[config.mk]
export PLATFORM = sky130hd
export DESIGN_NAME = msdr_seq_flat
export DESIGN_NICKNAME = d
export VERILOG_FILES = /design/src/rtl/core/msdr_pkg.sv /design/src/rtl/core/msdr_if.sv /design/src/rtl/core/msdr_seq.sv /design/src/flat_wrapper.sv
export SDC_FILE = /design/constraint.sdc
export NUM_CORES = 1
export LEC_CHECK = 0
export BUFFER_PORTS_ARGS = -buffer_cell sky130_fd_sc_hd__buf_2
export CORE_UTILIZATION = 40
export DETAILED_ROUTE_END_ITERATION = 10
export GPL_TIMING_DRIVEN = 0
export SYNTH_ARGS = -nofsm -noshare
export SYNTH_HDL_FRONTEND = slang
export SYNTH_SLANG_ARGS = --single-unit
[constraint.sdc]
create_clock -name clk -period 7.85 [get_ports clk]
set_clock_uncertainty 0.2 [all_clocks]
set_input_delay 1.57 -clock clk [delete_from_list [all_inputs] [get_ports clk]]
set_output_delay 1.57 -clock clk [all_outputs]
set_load 0.02 [all_outputs]
[src/rtl/core/msdr_pkg.sv]
// Shared types and constants for the mode switch disparity ramp block.
// No dependencies; every other file in rtl/core imports this package.
package msdr_pkg;

    localparam int DISPARITY_WIDTH_DEF    = 16;
    localparam int POSITION_FRAC_BITS_DEF = 16;

    localparam int DURATION_W  = 24;
    localparam int EASING_W    = 2;
    localparam int MODE_W      = 8;
    localparam int VIEWS_W     = 8;
    localparam int TICK_W      = 20;
    localparam int CFG_INDEX_W = 1;
    localparam int CFG_DATA_W  = DURATION_W;

    localparam logic [VIEWS_W-1:0] MONO_MAX_VIEWS = VIEWS_W'(1);

    localparam logic CMD_REQUEST = 1'b0;
    localparam logic CMD_TICK    = 1'b1;

    localparam logic [CFG_INDEX_W-1:0] CFG_DURATION = 1'b0;
    localparam logic [CFG_INDEX_W-1:0] CFG_EASING   = 1'b1;

    localparam logic [EASING_W-1:0] EASE_LINEAR = 2'd0;
    localparam logic [EASING_W-1:0] EASE_CUBIC  = 2'd1;
    localparam logic [EASING_W-1:0] EASE_SMOOTH = 2'd2;

    typedef struct packed {
        logic [DURATION_W-1:0] duration;
        logic [EASING_W-1:0]   easing;
    } cfg_t;

    typedef enum logic [1:0] {
        PH_IDLE      = 2'd0,
        PH_FIRE_UP   = 2'd1,
        PH_DOWN_FIRE = 2'd2
    } phase_t;

    typedef enum logic {
        ALU_MUL = 1'b0,
        ALU_DIV = 1'b1
    } alu_op_t;

    typedef enum logic [2:0] {
        ST_IDLE,
        ST_DIV_WAIT,
        ST_EASE,
        ST_MUL1_WAIT,
        ST_MUL2_WAIT,
        ST_LERP,
        ST_LERP_WAIT,
        ST_EMIT
    } seq_state_t;

endpackage

[src/rtl/core/msdr_if.sv]
// Channel interfaces of the mode switch disparity ramp block:
// request/tick items in, results out, configuration writes. Uses msdr_pkg.
interface msdr_in_if
    import msdr_pkg::*;
#(
    parameter int DISPARITY_WIDTH = DISPARITY_WIDTH_DEF
);
    logic                              valid;
    logic                              ready;
    logic                              cmd;
    logic [MODE_W-1:0]                 target_mode;
    logic [VIEWS_W-1:0]                target_view_count;
    logic [MODE_W-1:0]                 current_mode;
    logic [VIEWS_W-1:0]                current_view_count;
    logic signed [DISPARITY_WIDTH-1:0] current_disparity;
    logic signed [DISPARITY_WIDTH-1:0] steady_disparity;
    logic [TICK_W-1:0]                 tick_time_us;

    modport source (
        output valid, cmd, target_mode, target_view_count, current_mode,
               current_view_count, current_disparity, steady_disparity, tick_time_us,
        input  ready
    );
    modport sink (
        input  valid, cmd, target_mode, target_view_count, current_mode,
               current_view_count, current_disparity, steady_disparity, tick_time_us,
        output ready
    );
endinterface

interface msdr_out_if
    import msdr_pkg::*;
#(
    parameter int DISPARITY_WIDTH = DISPARITY_WIDTH_DEF
);
    logic                              valid;
    logic                              ready;
    logic signed [DISPARITY_WIDTH-1:0] disparity;
    logic                              fire;
    logic [MODE_W-1:0]                 mode;

    modport source (output valid, disparity, fire, mode, input ready);
    modport sink (input valid, disparity, fire, mode, output ready);
endinterface


[src/rtl/core/msdr_seq.sv]
// Sequencer of the mode switch: ramp state, position advance, easing and
// interpolation steps issued to the shared unit, output register. Uses msdr_pkg.
module msdr_seq
    import msdr_pkg::*;
#(
    parameter int DISPARITY_WIDTH    = DISPARITY_WIDTH_DEF,
    parameter int POSITION_FRAC_BITS = POSITION_FRAC_BITS_DEF,
    parameter int UW                 = 36
)
(
    input  logic          clk,
    input  logic          rst_n,
    input  cfg_t          cfg,
    msdr_in_if.sink       item,
    msdr_out_if.source    result,
    output logic          alu_start,
    output alu_op_t       alu_op,
    output logic [UW-1:0] alu_a,
    output logic [UW-1:0] alu_b,
    input  logic          alu_busy,
    input  logic          alu_done,
    input  logic [UW-1:0] alu_result
);

    localparam int DW = DISPARITY_WIDTH;
    localparam int FB = POSITION_FRAC_BITS;
    localparam int NW = TICK_W + FB;
    localparam int PL = DW + FB + 2;
    localparam int QW = PL - FB;
    localparam logic [FB:0]   POS_ONE   = {1'b1, {FB{1'b0}}};
    localparam logic [FB+1:0] POS_THREE = {2'b11, {FB{1'b0}}};

    seq_state_t state_reg, state_next;

    phase_t            phase_reg, phase_next;
    logic [DW-1:0]     start_reg, start_next;
    logic [DW-1:0]     end_reg, end_next;
    logic [FB:0]       pos_reg, pos_next;
    logic [DW-1:0]     disp_reg, disp_next;
    logic              fire_pending_reg, fire_pending_next;
    logic              fire_at_end_reg, fire_at_end_next;
    logic [MODE_W-1:0] mode_reg, mode_next;
    logic [FB:0]       e_reg, e_next;
    logic              fire_reg, fire_next;
    logic              out_valid_reg, out_valid_next;
    logic [DW-1:0]     out_disp_reg, out_disp_next;
    logic              out_fire_reg, out_fire_next;
    logic [MODE_W-1:0] out_mode_reg, out_mode_next;

    logic          item_acc;
    logic          is_tick;
    logic          is_req;
    logic          pos_full;
    logic          pos_zero;
    logic          need_div;
    logic          ease_simple;
    logic          ease_cubic;
    logic          out_free;
    logic          to_mono;
    logic          from_mono;
    logic [FB:0]   u_val;
    logic [FB+1:0] three_minus;
    logic [FB:0]   mid;
    logic [NW:0]   pos_sum;
    logic [DW:0]   diff;
    logic [DW:0]   mag;
    logic [PL-1:0] prod;
    logic [PL-1:0] prod_up;
    logic [QW-1:0] q_val;
    logic [QW-1:0] delta;
    logic [QW-1:0] lerp_sum;

    assign item_acc    = item.valid && item.ready;
    assign is_tick     = (item.cmd == CMD_TICK);
    assign is_req      = (item.cmd == CMD_REQUEST);
    assign pos_full    = pos_reg[FB];
    assign pos_zero    = (pos_reg == '0);
    assign need_div    = !pos_full && (cfg.duration != '0);
    assign ease_cubic  = (cfg.easing == EASE_CUBIC);
    assign ease_simple = pos_zero || pos_full || (cfg.easing == EASE_LINEAR);
    assign out_free    = !out_valid_reg || result.ready;
    assign to_mono     = (item.target_view_count <= MONO_MAX_VIEWS);
    assign from_mono   = (item.current_view_count <= MONO_MAX_VIEWS);

    assign u_val       = POS_ONE - pos_reg;
    assign three_minus = POS_THREE - {pos_reg, 1'b0};
    assign mid         = alu_result[FB +: FB+1];
    assign pos_sum     = (NW+1)'(pos_reg) + {1'b0, alu_result[NW-1:0]};

    assign diff     = {end_reg[DW-1], end_reg} - {start_reg[DW-1], start_reg};
    assign mag      = diff[DW] ? (~diff + 1'b1) : diff;
    assign prod     = alu_result[PL-1:0];
    // round the magnitude up so a negative step floors toward minus infinity
    assign prod_up  = prod + PL'({FB{1'b1}});
    assign q_val    = diff[DW] ? prod_up[PL-1:FB] : prod[PL-1:FB];
    assign delta    = diff[DW] ? (~q_val + 1'b1) : q_val;
    assign lerp_sum = {{(QW-DW){start_reg[DW-1]}}, start_reg} + delta;

    // next state
    always_comb
    begin
        state_next = state_reg;
        unique case (state_reg)
            ST_IDLE:
            begin
                if (item_acc && is_tick)
                begin
                    if (phase_reg == PH_IDLE)
                        state_next = ST_EMIT;
                    else if (need_div)
                        state_next = ST_DIV_WAIT;
                    else
                        state_next = ST_EASE;
                end
            end
            ST_DIV_WAIT:  if (alu_done) state_next = ST_EASE;
            ST_EASE:      state_next = ease_simple ? ST_LERP : ST_MUL1_WAIT;
            ST_MUL1_WAIT: if (alu_done) state_next = ST_MUL2_WAIT;
            ST_MUL2_WAIT: if (alu_done) state_next = ST_LERP;
            ST_LERP:      state_next = ST_LERP_WAIT;
            ST_LERP_WAIT: if (alu_done) state_next = ST_EMIT;
            ST_EMIT:      if (out_free) state_next = ST_IDLE;
            default:      state_next = ST_IDLE;
        endcase
    end

    // sequencer outputs: handshake and shared unit requests
    always_comb
    begin
        item.ready = 1'b0;
        alu_start  = 1'b0;
        alu_op     = ALU_MUL;
        alu_a      = '0;
        alu_b      = '0;
        unique case (state_reg)
            ST_IDLE:
            begin
                item.ready = 1'b1;
                if (item_acc && is_tick && (phase_reg != PH_IDLE) && need_div)
                begin
                    alu_start = 1'b1;
                    alu_op    = ALU_DIV;
                    alu_a     = UW'(item.tick_time_us) << FB;
                    alu_b     = UW'(cfg.duration);
                end
            end
            ST_EASE:
            begin
                if (!ease_simple)
                begin
                    alu_start = 1'b1;
                    alu_a     = ease_cubic ? UW'(u_val) : UW'(pos_reg);
                    alu_b     = ease_cubic ? UW'(u_val) : UW'(pos_reg);
                end
            end
            ST_MUL1_WAIT:
            begin
                if (alu_done)
                begin
                    alu_start = 1'b1;
                    alu_a     = UW'(mid);
                    alu_b     = ease_cubic ? UW'(u_val) : UW'(three_minus);
                end
            end
            ST_LERP:
            begin
                alu_start = 1'b1;
                alu_a     = UW'(mag);
                alu_b     = UW'(e_reg);
            end
            ST_DIV_WAIT, ST_MUL2_WAIT, ST_LERP_WAIT, ST_EMIT:
            begin
                alu_start = 1'b0;
            end
            default:
            begin
                alu_start = 1'b0;
            end
        endcase
    end

    // datapath and ramp state
    always_comb
    begin
        phase_next        = phase_reg;
        start_next        = start_reg;
        end_next          = end_reg;
        pos_next          = pos_reg;
        disp_next         = disp_reg;
        fire_pending_next = fire_pending_reg;
        fire_at_end_next  = fire_at_end_reg;
        mode_next         = mode_reg;
        e_next            = e_reg;
        fire_next         = fire_reg;
        out_disp_next     = out_disp_reg;
        out_fire_next     = out_fire_reg;
        out_mode_next     = out_mode_reg;
        out_valid_next    = (out_valid_reg && !result.ready);

        case (state_reg)
            ST_IDLE:
            begin
                if (item_acc && is_req)
                begin
                    // a new request replaces any ramp in flight
                    mode_next  = item.target_mode;
                    start_next = item.current_disparity;
                    if (to_mono && !from_mono)
                    begin
                        phase_next        = PH_DOWN_FIRE;
                        end_next          = '0;
                        fire_at_end_next  = 1'b1;
                        fire_pending_next = 1'b0;
                    end
                    else if (!to_mono && from_mono)
                    begin
                        phase_next        = PH_FIRE_UP;
                        start_next        = '0;
                        end_next          = item.steady_disparity;
                        fire_pending_next = 1'b1;
                        fire_at_end_next  = 1'b0;
                    end
                    else
                    begin
                        phase_next        = PH_FIRE_UP;
                        end_next          = to_mono ? item.current_disparity
                                                    : item.steady_disparity;
                        fire_pending_next = (item.target_mode != item.current_mode);
                        fire_at_end_next  = 1'b0;
                    end
                    pos_next  = (cfg.duration != '0) ? '0 : POS_ONE;
                    disp_next = start_next;
                end
                else if (item_acc && is_tick)
                begin
                    fire_next = 1'b0;
                    if ((phase_reg != PH_IDLE) && !need_div)
                        pos_next = POS_ONE;
                end
            end
            ST_DIV_WAIT:
            begin
                if (alu_done)
                    pos_next = (pos_sum > (NW+1)'(POS_ONE)) ? POS_ONE : pos_sum[FB:0];
            end
            ST_EASE:
            begin
                // zero, full and linear positions pass through unchanged
                if (ease_simple)
                    e_next = pos_reg;
            end
            ST_MUL2_WAIT:
            begin
                if (alu_done)
                    e_next = ease_cubic ? (POS_ONE - mid) : mid;
            end
            ST_LERP_WAIT:
            begin
                if (alu_done)
                begin
                    disp_next = lerp_sum[DW-1:0];
                    fire_next = 1'b0;
                    case (phase_reg)
                        PH_FIRE_UP:
                        begin
                            fire_next         = fire_pending_reg;
                            fire_pending_next = 1'b0;
                            if (pos_full)
                                phase_next = PH_IDLE;
                        end
                        PH_DOWN_FIRE:
                        begin
                            if (pos_full)
                            begin
                                fire_next        = fire_at_end_reg;
                                fire_at_end_next = 1'b0;
                                phase_next       = PH_IDLE;
                            end
                        end
                        default:
                        begin
                            phase_next = phase_reg;
                        end
                    endcase
                end
            end
            ST_EMIT:
            begin
                if (out_free)
                begin
                    out_valid_next = 1'b1;
                    out_disp_next  = disp_reg;
                    out_fire_next  = fire_reg;
                    out_mode_next  = mode_reg;
                end
            end
            default:
            begin
                e_next = e_reg;
            end
        endcase
    end

    always_ff @(posedge clk or negedge rst_n)
    begin
        if (!rst_n)
        begin
            state_reg        <= ST_IDLE;
            phase_reg        <= PH_IDLE;
            start_reg        <= '0;
            end_reg          <= '0;
            pos_reg          <= '0;
            disp_reg         <= '0;
            fire_pending_reg <= 1'b0;
            fire_at_end_reg  <= 1'b0;
            mode_reg         <= '0;
            out_valid_reg    <= 1'b0;
        end
        else
        begin
            state_reg        <= state_next;
            phase_reg        <= phase_next;
            start_reg        <= start_next;
            end_reg          <= end_next;
            pos_reg          <= pos_next;
            disp_reg         <= disp_next;
            fire_pending_reg <= fire_pending_next;
            fire_at_end_reg  <= fire_at_end_next;
            mode_reg         <= mode_next;
            out_valid_reg    <= out_valid_next;
        end
    end

    always_ff @(posedge clk)
    begin
        e_reg        <= e_next;
        fire_reg     <= fire_next;
        out_disp_reg <= out_disp_next;
        out_fire_reg <= out_fire_next;
        out_mode_reg <= out_mode_next;
    end

    assign result.valid     = out_valid_reg;
    assign result.disparity = out_disp_reg;
    assign result.fire      = out_fire_reg;
    assign result.mode      = out_mode_reg;

`ifndef SYNTHESIS
    a_pos_bounded: assert property (@(posedge clk) disable iff (!rst_n)
        pos_reg <= POS_ONE)
        else $error("ramp position above one");

    a_fire_exclusive: assert property (@(posedge clk) disable iff (!rst_n)
        !(fire_pending_reg && fire_at_end_reg))
        else $error("both fire flags armed");

    a_alu_free: assert property (@(posedge clk) disable iff (!rst_n)
        alu_start |-> !alu_busy)
        else $error("shared unit started while busy");

    a_emit_holds: assert property (@(posedge clk) disable iff (!rst_n)
        (state_reg == ST_EMIT) && out_valid_reg && !result.ready
        |=> (state_reg == ST_EMIT))
        else $error("result dropped while output stalled");
`endif

endmodule

[src/flat_wrapper.sv]
// flat-port wrapper written by rule: the top's interface ports become plain ports
module msdr_seq_flat import msdr_pkg::*;
#(
    parameter int DISPARITY_WIDTH    = DISPARITY_WIDTH_DEF,
    parameter int POSITION_FRAC_BITS = POSITION_FRAC_BITS_DEF,
    parameter int UW                 = 36
)
  (clk, rst_n, cfg, alu_start, alu_op, alu_a, alu_b, alu_busy, alu_done, alu_result, item_valid, item_cmd, item_target_mode, item_target_view_count, item_current_mode, item_current_view_count, item_current_disparity, item_steady_disparity, item_tick_time_us, item_ready, result_valid, result_disparity, result_fire, result_mode, result_ready);
  msdr_in_if #(.DISPARITY_WIDTH(DISPARITY_WIDTH)) item_i ();
  msdr_out_if #(.DISPARITY_WIDTH(DISPARITY_WIDTH)) result_i ();
  input  logic clk;
  input  logic rst_n;
  input  cfg_t cfg;
  output logic alu_start;
  output alu_op_t alu_op;
  output logic [UW-1:0] alu_a;
  output logic [UW-1:0] alu_b;
  input  logic alu_busy;
  input  logic alu_done;
  input  logic [UW-1:0] alu_result;
  input wire logic [$bits(item_i.valid)-1:0] item_valid;
  input wire logic [$bits(item_i.cmd)-1:0] item_cmd;
  input wire logic [$bits(item_i.target_mode)-1:0] item_target_mode;
  input wire logic [$bits(item_i.target_view_count)-1:0] item_target_view_count;
  input wire logic [$bits(item_i.current_mode)-1:0] item_current_mode;
  input wire logic [$bits(item_i.current_view_count)-1:0] item_current_view_count;
  input wire logic [$bits(item_i.current_disparity)-1:0] item_current_disparity;
  input wire logic [$bits(item_i.steady_disparity)-1:0] item_steady_disparity;
  input wire logic [$bits(item_i.tick_time_us)-1:0] item_tick_time_us;
  output wire logic [$bits(item_i.ready)-1:0] item_ready;
  output wire logic [$bits(result_i.valid)-1:0] result_valid;
  output wire logic [$bits(result_i.disparity)-1:0] result_disparity;
  output wire logic [$bits(result_i.fire)-1:0] result_fire;
  output wire logic [$bits(result_i.mode)-1:0] result_mode;
  input wire logic [$bits(result_i.ready)-1:0] result_ready;
  assign item_i.valid = item_valid;
  assign item_i.cmd = item_cmd;
  assign item_i.target_mode = item_target_mode;
  assign item_i.target_view_count = item_target_view_count;
  assign item_i.current_mode = item_current_mode;
  assign item_i.current_view_count = item_current_view_count;
  assign item_i.current_disparity = item_current_disparity;
  assign item_i.steady_disparity = item_steady_disparity;
  assign item_i.tick_time_us = item_tick_time_us;
  assign item_ready = item_i.ready;
  assign result_valid = result_i.valid;
  assign result_disparity = result_i.disparity;
  assign result_fire = result_i.fire;
  assign result_mode = result_i.mode;
  assign result_i.ready = result_ready;
  msdr_seq #(.DISPARITY_WIDTH(DISPARITY_WIDTH), .POSITION_FRAC_BITS(POSITION_FRAC_BITS), .UW(UW)) u_core (.clk(clk), .rst_n(rst_n), .cfg(cfg), .item(item_i), .result(result_i), .alu_start(alu_start), .alu_op(alu_op), .alu_a(alu_a), .alu_b(alu_b), .alu_busy(alu_busy), .alu_done(alu_done), .alu_result(alu_result));
endmodule
Yosys cells after proc, flatten, opt, wreduce, memory -nomap -nowiden
Cells that the tools add are included.
{"block": "totals", "ff_bits": 124, "in_bits": 153, "out_inout_bits": 101, "elab_cells": 169}
{"block": "op_classes", "add_sub_neg": 9, "order_cmp": 3, "n_eq_ne": 26, "mux": 73, "bitwise_logic": 3, "n_reduce_logical": 40}
{"operator": "$pmux W36 S4", "n": 2}
{"operator": "$mux W17", "n": 12}
{"operator": "$mux W16", "n": 9}
{"operator": "$mux W36", "n": 3}
{"operator": "$pmux W17 S2", "n": 2}
{"operator": "$add A17 B36 Y37", "n": 1}
{"operator": "$gt A37 B17 Y1 const B", "n": 1}
{"operator": "$sub A17 B17 Y17 const A", "n": 2}
{"operator": "$add A32 B16 Y32 const B", "n": 1}
{"operator": "$pmux W16 S2", "n": 1}
{"operator": "$mux W24", "n": 1}
{"operator": "$mux W3", "n": 8}
{"operator": "$pmux W3 S8", "n": 1}
{"operator": "$reduce_bool A24 Y1", "n": 1}
{"operator": "$mux W1", "n": 21}
{"operator": "$mux W18", "n": 1}
{"operator": "$sub A18 B18 Y18 const A", "n": 1}
{"operator": "$add A17 B1 Y17 const B", "n": 1}
{"operator": "$logic_not A17 Y1", "n": 1}
{"operator": "$not A17 Y17", "n": 1}
{"operator": "$sub A16 B16 Y17", "n": 1}
{"operator": "$add A16 B1 Y16 const B", "n": 1}
{"operator": "$add A16 B16 Y16", "n": 1}
{"operator": "$le A8 B1 Y1 const B", "n": 2}
{"operator": "28 further kinds", "n": 78}

Logic depth before layout (Yosys ltp)
Gate-level depths: netlist of run 1.
{"block": "logic_depth", "word_depth": 8, "mapped_depth": 24}

Least setup slack after synthesis of run 1
OpenSTA, ideal clock, no wires.
{"block": "synth_path", "path_type": "reg2out", "from": "register u_core.pos_reg[1]", "to": "output alu_b[13]", "arrival_time_ns": 4.517, "required_ns": 6.080, "slack_ns": 1.563, "path_stages_with_launch": 18, "path_buffers": 1, "path_cell_list": "dfrtp_1 inv_1 ha_1 or3b_4 or3_4 or3_4 or3_4 or3_4 or3_4 or3_1 ha_1 o21ai_0 nor2_1 nand2_1 clkbuf_1 nor2_1 a221oi_1 o21ai_0"}
{"block": "synth_via", "elab_chain_cells": 5, "elab_cells_between_ends": 10}
{"element": "from (decl)", "line_no": "msdr_seq.sv:38", "text": "logic [FB:0] pos_reg, pos_next;"}
{"element": "from (signal assigned)", "line_no": "msdr_seq.sv:325", "text": "pos_reg <= pos_next;"}
{"element": "parallel branches: the longest is 4 deep, another holds $sub A18 B18 Y18"}
{"element": "$pmux W36 S4 *", "line_no": "msdr_seq.sv:135", "text": "unique case (state_reg)"}
{"element": "to (decl)", "line_no": "flat_wrapper.sv:17", "text": "output logic [UW-1:0] alu_b;"}
Every way passes the cells marked *.

Final worst setup path of run 1
{"block": "layout_path", "from": "register u_core.pos_reg[1]", "to": "output alu_b[1]"}
{"block": "layout_via", "elab_chain_cells": 5, "elab_cells_between_ends": 9}
{"element": "parallel branches: the longest is 4 deep, another holds $sub A17 B17 Y17"}
{"element": "$pmux W36 S4 *", "line_no": "msdr_seq.sv:135"}
Marked as above.

==> results of run 1 <==
-- report_power, final --
part	total (mW)	internal (mW)	switching, mW
Combinational	3.65	1.33	2.32
Clock	0.840	0.504	0.336
Sequential	1.10	0.956	0.145
-- critical path, delay by kind of cell (launching register included) --
| kind | cells | cell delay, ns |
|---|---|---|
| fa+ha+maj | 2 | 0.42 |
| flops | 1 | 0.48 |
| compound gates | 3 | 0.65 |
| simple gates | 10 | 3.04 |
| buf+inv | 3 | 0.70 |
-- stage by stage --
step | setup slack (ns) | power, mW | hold slack (ns) | cells | utilization [%]
global placement | 0.685 | 4.60 | 0.215 | 2051 | 46.7
detailed placement | 0.682 | 4.66 | 0.216 | 2053 | 46.9
finish | 0.346 | 5.59 | 0.229 | 2085 | 49.1
floorplan | 1.56 | 3.63 | 0.200 | 1438 | -
global route | 0.104 | 5.99 | 0.243 | 2085 | 49.1
CTS | 0.198 | 5.53 | 0.229 | 2085 | 49.1
-- metal layers --
layer	global-route usage (%)	share of wire, %	vias up	routed length [um]
li1	-	-	5670	-
met1	38.3	45	5459	17900
met2	43.5	44	549	17700
met3	4.33	7.9	79	3130
met4	9.87	2.9	2	1170
met5	0	0.023	-	9
-- worst max path at each step --
stage	startpoint	end	slack (ns)	cells past startpoint
6_report	u_core.pos_reg[1]$_DFFE_PN0P_	alu_b[1]	0.35	18
4_1_cts	u_core.pos_reg[1]$_DFFE_PN0P_	alu_b[1]	0.20	18
3_3_place_gp	u_core.pos_reg[1]$_DFFE_PN0P_	alu_b[1]	0.68	18
5_1_grt	u_core.pos_reg[1]$_DFFE_PN0P_	alu_b[1]	0.10	18
3_5_place_dp	u_core.pos_reg[1]$_DFFE_PN0P_	alu_b[1]	0.68	18
2_1_floorplan	u_core.pos_reg[1]$_DFFE_PN0P_	alu_b[13]	1.56	17
-- cell usage after synthesis, types with 26 or more instances --
cell type	number	area share, %
o21ai_0	97	4.3
ha_1	60	6.7
xor2_1	75	5.8
and2_1	36	2.0
nor2_1	143	4.8
nand3_1	45	2.0
inv_1	45	1.5
clkbuf_1	74	2.5
a221oi_1	26	2.0
dfrtp_1	81	18
nor3_1	29	1.3
xnor2_1	63	4.9
a21oi_1	98	4.4
edfxtp_1	43	11
nand2_1	177	5.9
nand4_1	27	1.5
-- layout by cell type (no fill, tap or decap), types with 36 or more instances in the layout --
cell type,netlist,routed
dfrtp_1,81,81
o21ai_0,97,97
inv_1,45,45
xnor2_1,63,63
nand2_1,177,177
a21oi_1,98,98
clkbuf_1,74,73
ha_1,60,60
edfxtp_1,43,43
xor2_1,75,75
and2_1,36,36
nor2_1,143,142
nand3_1,45,45
buf_2,4,238
-- area by class of cell --
type                       count  share of cell area, %
clock inverter                15                   1.37
inverter                      45                   1.24
timing repair buffer         237                   9.05
tap                          378                   3.47
clock buffer                  17                   3.12
buffer                        94                   3.00
multi-input combinational   1175                   54.4
sequential                   124                   24.3
-- cells by family after synthesis --
family,after synthesis,synth area share (%)
buffers and inverters,139,5.12
multiplexers,16,1.43
flip-flops,124,29.4
AO/OA/AOI/OAI,371,21.1
XOR/XNOR,138,10.7
other,1,0.0333
adder cells (fa/ha/maj),63,7.19
AND/OR/NAND/NOR,575,25.0
==> summary.md, run 1 <==
| Metric | Value |
|---|---|
| Number of H-tree levels | `4` |
| Average vias per placed instance | `5.64` |
| Number of cells on the worst reg-to-reg path | `22` |
| Arrival time reported for the critical path endpoint | `5.73 ns` |
| Number of instances in the synthesized netlist | `1427` |
| Later-pin clock latency in the skew report | `0.43 ns` |
| Final max-slew violation count | `0` |
| Setup repair after global routing missed its margin | `no` |
| Summed instance area of the synthesized netlist | `around 11000 um^2` |
| Ports | `254` |
| Vert. Die Dim | `around 170 um` |
| Antenna violations before repair | `0` |
| IR Drop Worst-Case VDD | `0.238 mV` |
| Port bufs | `~240` |
| Standard cell core area | `27800 um^2` |
| Top FF cell, synth | `dfrtp_1` |
| Critical R2R Launch | `u_core.start_reg[0]$_DFFE_PN0P_` |
| Global placement routability congestion | `approximately 0.94` |
| Tightest slew margin relative to the limit | `25.4%` |
| Number of max-cap violations | `0` |
| Area of the multi-input gates | `7420 um^2` |
| CP max stage delay | `0.48 ns` |
| Slew at the pin closest to its max-slew limit | `about 1.1 ns` |
| Achievable Freq | `133 MHz` |
| Total of warnings raised by yosys | `0` |
| Average size of a mapped cell | `7.90 um^2` |
| GRT Residual Overflow | `0` |
| Fill cell count | `2838` |
| Post-route DRC violation count | `0` |
| Number of endpoints with negative hold slack in the final report | `0` |
| Outcome | `completed` |
| Via total after detailed routing | `11759` |
| Class of the worst hold path | `reg -> reg` |
| TritonCTS Sinks | `124` |
| First-pass GRT wire length | `61200 um` |
| Cell chain of the critical path | `inv_1 -> ha_1 -> or3b_4 -> or3_4 -> or3_4 -> or3_4 -> or3_4 -> or3_4 -> or3_1 -> ha_1 -> o21ai_0 -> nor2_1 -> nand2_1 -> clkbuf_2 -> a21oi_1 -> a211oi_1 -> nand2_1 -> buf_2` |
| Wirelength, routed | `39900 um` |
| Number of buffers on the longest clock path | `2` |
| Post-CTS resize count | `0` |
| Worst-case register-to-register setup slack | `1.50 ns` |
| DRT iter0 DRCs | `1043` |
| Number of synthesized flops with an enable pin | `43` |
| Finished layout cell area | `about 14000 um^2` |
| HPWL reported at the end of detailed placement | `31900 um` |
| Post-DR wirelength/cell | `between 15 and 20 um` |
| Area growth from synthesis to final layout | `21.0%` |
| Number of clock buffers inserted by TritonCTS | `17` |
| Critical-path maximum fanout | `10` |
| Root cell of the clock tree | `clkbuf_16` |
| Net count of the finished layout | `approximately 1900` |
| Share of cells above drive strength 1 | `18.2%` |
| Worst hold path cell count | `0` |
| Min cycle time layout | `7.50 ns` |
| Required time of the critical path | `6.08 ns` |
| Number of failing setup endpoints in the final timing report | `0` |
| Startpoint type of the worst setup path | `flop` |
| Die span in x | `170 um` |
| Post-route antenna net violation count | `0` |
| Crit-path slowest cell | `dfrtp_1` |
| Total global-route track usage | `between 20 and 30%` |
| Die Footprint | `between 20000 and 30000 um^2` |
| Category of the most critical setup path | `reg -> out` |
| Cts-stage hold buffer count | `0` |
| Most frequent CP cell | `or3_4` |
| Via count of the first global-routing pass | `10947` |
| Post-CTS setup buffer count | `0` |
| Share of flip-flops with an asynchronous set or reset | `65.3%` |
| First drt pass iteration count | `5` |
| Worst hold endpoint | `u_core.result.fire$_DFFE_PP_` |
| Clk pin slew, worst setup/hold paths | `0.06 ns` |
| Share of the clock period used by the worst path after layout | `between 90% and 100%` |
| Area taken by flip-flops and latches | `3320 um^2` |
| Maximum number of pins on one net before global-route repair | `67` |
| Floorplan row count | `61` |
| Final sum of negative setup slack | `0 ns` |
| Cell leakage power | `just over 6 nW` |
| Sort of element at the end of the critical path | `output port` |
| Effective utilization at floorplan | `between 40% and 50%` |
| Antenna diode count | `0` |
| Worst min-delay path startpoint | `u_core.fire_reg$_SDFFCE_PN0P_` |
| Number of unique standard cell types used by synthesis | `79` |
| R2R Path End | `u_core.disp_reg[14]$_DFFE_PN0P_` |
| Clock tree from TritonCTS | `done` |
| Register area share after synthesis | `29.4%` |
| Cell Area, Placed | `13000 um^2` |
| Synth Register Bits | `124` |
| Cell area power density | `~400 nW/um^2` |
(Power assumes the default switching activity.)
==> inputs of run 2 (changes only) <==
==> constraint.sdc (replaced) <==
create_clock -name clk -period 8.1 [get_ports clk]
set_clock_uncertainty 0.2 [all_clocks]
set_input_delay 1.62 -clock clk [delete_from_list [all_inputs] [get_ports clk]]
set_output_delay 1.62 -clock clk [all_outputs]
set_load 0.02 [all_outputs]
==> summary.md, run 2 (synthesized netlist as in run 1, its figures left out) <==
| Metric | Value |
|---|---|
| Power, Total | `5.41 mW` |
| Die span in x | `170 um` |
| Cell Area, Placed | `13000 um^2` |
| Port bufs | `roughly 240` |
| Worst hold path cell count | `0` |
| Worst hold endpoint | `u_core.result.fire$_DFFE_PP_` |
| Maximum number of pins on one net before global-route repair | `67` |
| R2R Path End | `u_core.disp_reg[14]$_DFFE_PN0P_` |
| Number of cells on the worst reg-to-reg path | `22` |
| Tightest slew margin relative to the limit | `25.4%` |
| Cell area power density | `397 nW/um^2` |
| Worst Setup Slack, final | `about 0.38 ns` |
| Clock tree from TritonCTS | `done` |
| Share of the clock period used by the worst path after layout | `95.3%` |
| Worst hold margin | `0.229 ns` |
| Finished layout cell area | `13600 um^2` |
| HPWL reported at the end of detailed placement | `31900 um` |
| Outcome | `completed` |
| Critical R2R Launch | `u_core.start_reg[0]$_DFFE_PN0P_` |
| Critical-path maximum fanout | `10` |
| Number of failing setup endpoints in the final timing report | `0` |
| Vert. Die Dim | `about 170 um` |
| Final sum of negative setup slack | `0 ns` |
| Commonest non-fill, non-tap cells in the layout | `buf_2 (238), nand2_1 (177), nor2_1 (142), a21oi_1 (98), o21ai_0 (97)` |
| Post-route antenna net violation count | `0` |
| Antenna violations before repair | `0` |
| First drt pass iteration count | `5` |
| Cell leakage power | `just over 6 nW` |
| Number of max-cap violations | `0` |
| Effective utilization at floorplan | `40.6%` |
| Post-route DRC violation count | `0` |
| Share of cells above drive strength 1 | `18.1%` |
| Antenna diode count | `0` |
| Via total after detailed routing | `between 10000 and 15000` |
| Die Footprint | `28900 um^2` |
| Slew at the pin closest to its max-slew limit | `1.09 ns` |
| Number of clock buffers inserted by TritonCTS | `17` |
| Achievable Freq | `130 MHz` |
| Arrival time reported for the critical path endpoint | `5.90 ns` |
| First-pass GRT wire length | `61200 um` |
| Clk pin slew, worst setup/hold paths | `0.06 ns` |
| Required time of the critical path | `6.28 ns` |
| GRT Residual Overflow | `0` |
| Setup repair after global routing missed its margin | `no` |
| Number of endpoints with negative hold slack in the final report | `0` |
| Worst min-delay path startpoint | `u_core.fire_reg$_SDFFCE_PN0P_` |
| DRT iter0 DRCs | `~1000` |
| Sort of element at the end of the critical path | `output port` |
| Post-CTS setup buffer count | `0` |
| Category of the most critical setup path | `reg -> out` |
| Root cell of the clock tree | `clkbuf_16` |
| Area growth from synthesis to final layout | `21.0%` |
| Net count of the finished layout | `1910` |
| Number of H-tree levels | `4` |
| Post-placement setup slack | `~0.88 ns` |
| Class of the worst hold path | `reg -> reg` |
| Min cycle time layout | `between 7 and 8 ns` |
| Post-DR wirelength/cell | `approximately 19 um` |
| Cts-stage hold buffer count | `0` |
| Final max-slew violation count | `0` |
| Number of buffers on the longest clock path | `2` |
| Total global-route track usage | `27.6%` |
| Worst-case register-to-register setup slack | `1.74 ns` |
| Standard cell core area | `27800 um^2` |
| Most common library cell in the layout ignoring fill and taps | `buf_2` |
| Post-CTS resize count | `0` |
| IR Drop Worst-Case VDD | `0.229 mV` |
| Average vias per placed instance | `5.64` |
| TritonCTS Sinks | `124` |
| Global placement routability congestion | `0.941` |
| Wirelength, routed | `39800 um` |
| Startpoint type of the worst setup path | `flop` |
| Later-pin clock latency in the skew report | `about 0.43 ns` |
| Ports | `254` |
| Via count of the first global-routing pass | `approximately 11000` |
| Floorplan row count | `61` |
[run 2: critical path: stages (launching register included)]
cell	delay, ns
dfrtp_1	0.48
inv_1	0.21
ha_1	0.24
or3b_4	0.41
or3_4	0.36
or3_4	0.35
or3_4	0.35
or3_4	0.36
or3_4	0.37
or3_1	0.33
ha_1	0.18
o21ai_0	0.14
nor2_1	0.12
nand2_1	0.29
clkbuf_1	0.45
nor2_1	0.19
a21oi_1	0.16
o21ai_0	0.22
buf_2	0.24
[run 2: worst max-delay path by stage]
stage / slack, ns / from / to
after floorplan: 1.76 / u_core.pos_reg[1]$_DFFE_PN0P_ / alu_b[13]
after global placement: 0.88 / u_core.pos_reg[1]$_DFFE_PN0P_ / alu_b[1]
after detailed placement: 0.88 / u_core.pos_reg[1]$_DFFE_PN0P_ / alu_b[1]
after CTS: 0.40 / u_core.pos_reg[1]$_DFFE_PN0P_ / alu_b[1]
after global routing: 0.1 / u_core.pos_reg[1]$_DFFE_PN0P_ / alu_b[1]
final: 0.38 / u_core.pos_reg[1]$_DFFE_PN0P_ / alu_a[13]
[run 2: per-stage QoR]
step | utilization [%] | instances
global placement | 46.7 | 2051
detailed placement | 46.9 | 2053
global route | 49.1 | 2085
CTS | 49.1 | 2085
floorplan | - | 1438
finish | 49.1 | 2085
[run 2: per-layer routing]
metal | GRT usage, % | up-vias | wire, um | share of wire [%]
met4 | 9.87 | 0 | 1190 | 3.0
met3 | 4.33 | 80 | 3080 | 7.7
li1 | - | 5673 | - | -
met1 | 38.3 | 5464 | 17900 | 45
met5 | 0 | - | 0 | 0
met2 | 43.5 | 534 | 17600 | 44
[run 2: final cells by class]
type | instances | area, um^2
Timing Repair Buffer | 237 | 1230
Tap cell | 378 | 473
Sequential cell | 124 | 3320
Fill cell | 2839 | 14100
Clock inverter | 15 | 186
Multi-Input combinational cell | 1175 | 7420
Clock buffer | 17 | 425
Inverter | 45 | 169
Buffer | 94 | 408
[run 2: power breakdown]
group          switching, mW  leakage [nW]  internal, mW
combinational           2.25          4.33          1.28
sequential             0.141          1.40         0.926
clock                  0.325         0.299         0.489
==> inputs of run 3 (changes only) <==
--- a/config.mk
+++ b/config.mk
@@ -9,6 +9,7 @@
 export CORE_UTILIZATION = 40
 export DETAILED_ROUTE_END_ITERATION = 10
 export GPL_TIMING_DRIVEN = 0
+export REMOVE_ABC_BUFFERS = 1
 export SYNTH_ARGS = -nofsm -noshare
 export SYNTH_HDL_FRONTEND = slang
 export SYNTH_SLANG_ARGS = --single-unit
==> constraint.sdc (replaced) <==
create_clock -name clk -period 8.4 [get_ports clk]
set_clock_uncertainty 0.2 [all_clocks]
set_input_delay 1.68 -clock clk [delete_from_list [all_inputs] [get_ports clk]]
set_output_delay 1.68 -clock clk [all_outputs]
set_load 0.02 [all_outputs]
==> summary.md, run 3 (synthesized netlist as in run 1, its figures left out) <==
| Metric | Value |
|---|---|
| Outcome | `completed` |
| Worst min-delay path startpoint | `u_core.fire_reg$_SDFFCE_PN0P_` |
| Floorplan row count | `between 60 and 70` |
| Number of endpoints with negative hold slack in the final report | `0` |
| Finished layout cell area | `about 13000 um^2` |
| Clock tree from TritonCTS | `done` |
| Number of failing setup endpoints in the final timing report | `0` |
| Cell Area, Placed | `around 13000 um^2` |
| Via count of the first global-routing pass | `~10000` |
| Achievable Freq | `128 MHz` |
| Area growth from synthesis to final layout | `18.5%` |
| Vert. Die Dim | `170 um` |
| Effective utilization at floorplan | `40.6%` |
| First drt pass iteration count | `7` |
| Post-DR wirelength/cell | `18.9 um` |
| Required time of the critical path | `6.52 ns` |
| Cell leakage power | `5.91 nW` |
| Worst setup path startpoint | `u_core.pos_reg[1]$_DFFE_PN0P_` |
| Number of clock buffers inserted by TritonCTS | `17` |
| Fin cells | `2002` |
| Via total after detailed routing | `roughly 11000` |
| GRT Residual Overflow | `0` |
| Number of cells in the design after placement | `roughly 2000` |
| Most common library cell in the layout ignoring fill and taps | `buf_2` |
| Port bufs | `roughly 240` |
| Critical-path maximum fanout | `17` |
| Antenna diode count | `0` |
| Arrival time reported for the critical path endpoint | `approximately 5.9 ns` |
| Number of buffers on the longest clock path | `2` |
| Critical R2R Launch | `u_core.start_reg[0]$_DFFE_PN0P_` |
| Number of H-tree levels | `4` |
| Die Footprint | `28900 um^2` |
| Cell area power density | `380 nW/um^2` |
| TritonCTS Sinks | `between 100 and 150` |
| Average vias per placed instance | `5.72` |
| First-pass GRT wire length | `58400 um` |
| Root cell of the clock tree | `clkbuf_16` |
| Final max-slew violation count | `0` |
| Wirelength, routed | `37800 um` |
| Class of the worst hold path | `reg -> reg` |
| Setup repair after global routing missed its margin | `no` |
| Clk pin slew, worst setup/hold paths | `0.06 ns` |
| Ports | `254` |
| Min cycle time layout | `7.80 ns` |
| Number of max-cap violations | `0` |
| Share of cells above drive strength 1 | `18.8%` |
| Post-CTS setup buffer count | `0` |
| Share of the clock period used by the worst path after layout | `92.9%` |
| Net count of the finished layout | `1827` |
| Later-pin clock latency in the skew report | `about 0.42 ns` |
| Sort of element at the end of the critical path | `output port` |
| Standard cell core area | `27800 um^2` |
| Slew at the pin closest to its max-slew limit | `roughly 1.4 ns` |
| Total global-route track usage | `26.2%` |
| Tightest slew margin relative to the limit | `8.71%` |
| Maximum number of pins on one net before global-route repair | `68` |
| Post-route DRC violation count | `0` |
| Cts-stage hold buffer count | `0` |
| Post-CTS resize count | `0` |
| Antenna violations before repair | `0` |
| DRT iter0 DRCs | `850` |
| Die span in x | `170 um` |
| Global placement routability congestion | `0.928` |
| Startpoint type of the worst setup path | `flop` |
| Post-route antenna net violation count | `0` |
| IR Drop Worst-Case VDD | `between 0.15 and 0.2 mV` |
| Commonest non-fill, non-tap cells in the layout | `buf_2 (237), nand2_1 (177), nor2_1 (141), a21oi_1 (98), o21ai_0 (97)` |
| HPWL reported at the end of detailed placement | `~30000 um` |
| Category of the most critical setup path | `reg -> out` |
## run 3: changes by cell type in the layout (fill, tap and decap cells not counted), moves of 2 or more
cell      delta
buf_4       -12
buf_6        +4
buf_1        -2
clkbuf_1    -72
nor2b_2      +2
clkinv_4     -3
nor2b_1      -2
inv_6        -4
buf_8        +4
## run 3: routing by layer
metal | routed length [um] | share of wire, % | GRT usage, %
met3 | 2010 | 5.3 | 2.93
met4 | 1170 | 3.1 | 9.83
met1 | 17600 | 47 | 37.2
met2 | 17000 | 45 | 40.9
met5 | 0 | 0 | 0
## run 3: power by group
group | total [mW] | internal (mW) | switching, mW
logic | 3.24 | 1.22 | 2.02
clock network | 0.784 | 0.503 | 0.282
registers | 1.05 | 0.892 | 0.158
total | 5.08 | 2.62 | 2.46
## run 3: path summary, 6_finish.rpt
check | endpoint | slack [ns] | cells after the start
min in group asynchronous | u_core.disp_reg[11]$_DFFE_PN0P_ | 0.91 | 1
worst max-delay path | alu_a[10] | 0.60 | 17
max in group asynchronous | u_core.pos_reg[12]$_DFFE_PN0P_ | 6.46 | 2
worst min register to register | u_core.result.fire$_DFFE_PP_ | 0.22 | 0
worst min-delay path | u_core.result.fire$_DFFE_PP_ | 0.22 | 0
worst max register to register | u_core.disp_reg[14]$_DFFE_PN0P_ | 2.37 | 20
## run 3: final cells by class
class                   count  area, um^2
multi-input cells        1175        7450
fillers                  2831       14400
repair buffers            248        1330
clock inverters            12         171
inverters                  45         169
clock buffers              20         447
flip-flops and latches    124        3320
well taps                 378         473
## run 3: through the flow
| stage | utilization, % | TNS, ns | power, mW | setup WS [ns] | hold slack (ns) |
|---|---|---|---|---|---|
| after detailed placement | 45.9 | 0 | 4.24 | 1.12 | 0.207 |
| after global routing | 48.1 | 0 | 5.48 | 0.394 | 0.247 |
| after global placement | 45.2 | -0.0362 | 4.19 | -0.0342 | 0.201 |
| after floorplan | - | 0 | 3.35 | 2.05 | 0.200 |
| final | 48.1 | 0 | 5.08 | 0.597 | 0.224 |
| after CTS | 48.1 | 0 | 5.05 | 0.657 | 0.224 |
## run 3: critical path, cell delays in order, from the launching register on
cell and delay (ns):
dfrtp_1 0.48, inv_1 0.21, ha_1 0.25, or3b_4 0.41, or3_4 0.36, or3_4 0.35, or3_4 0.35, or3_4 0.36
or3_4 0.37, or3_1 0.32, ha_1 0.20, o21ai_0 0.15, nor2_1 0.12, nand2_1 0.54, nor2_1 0.21, a21oi_1 0.28
o21ai_0 0.27, buf_2 0.24
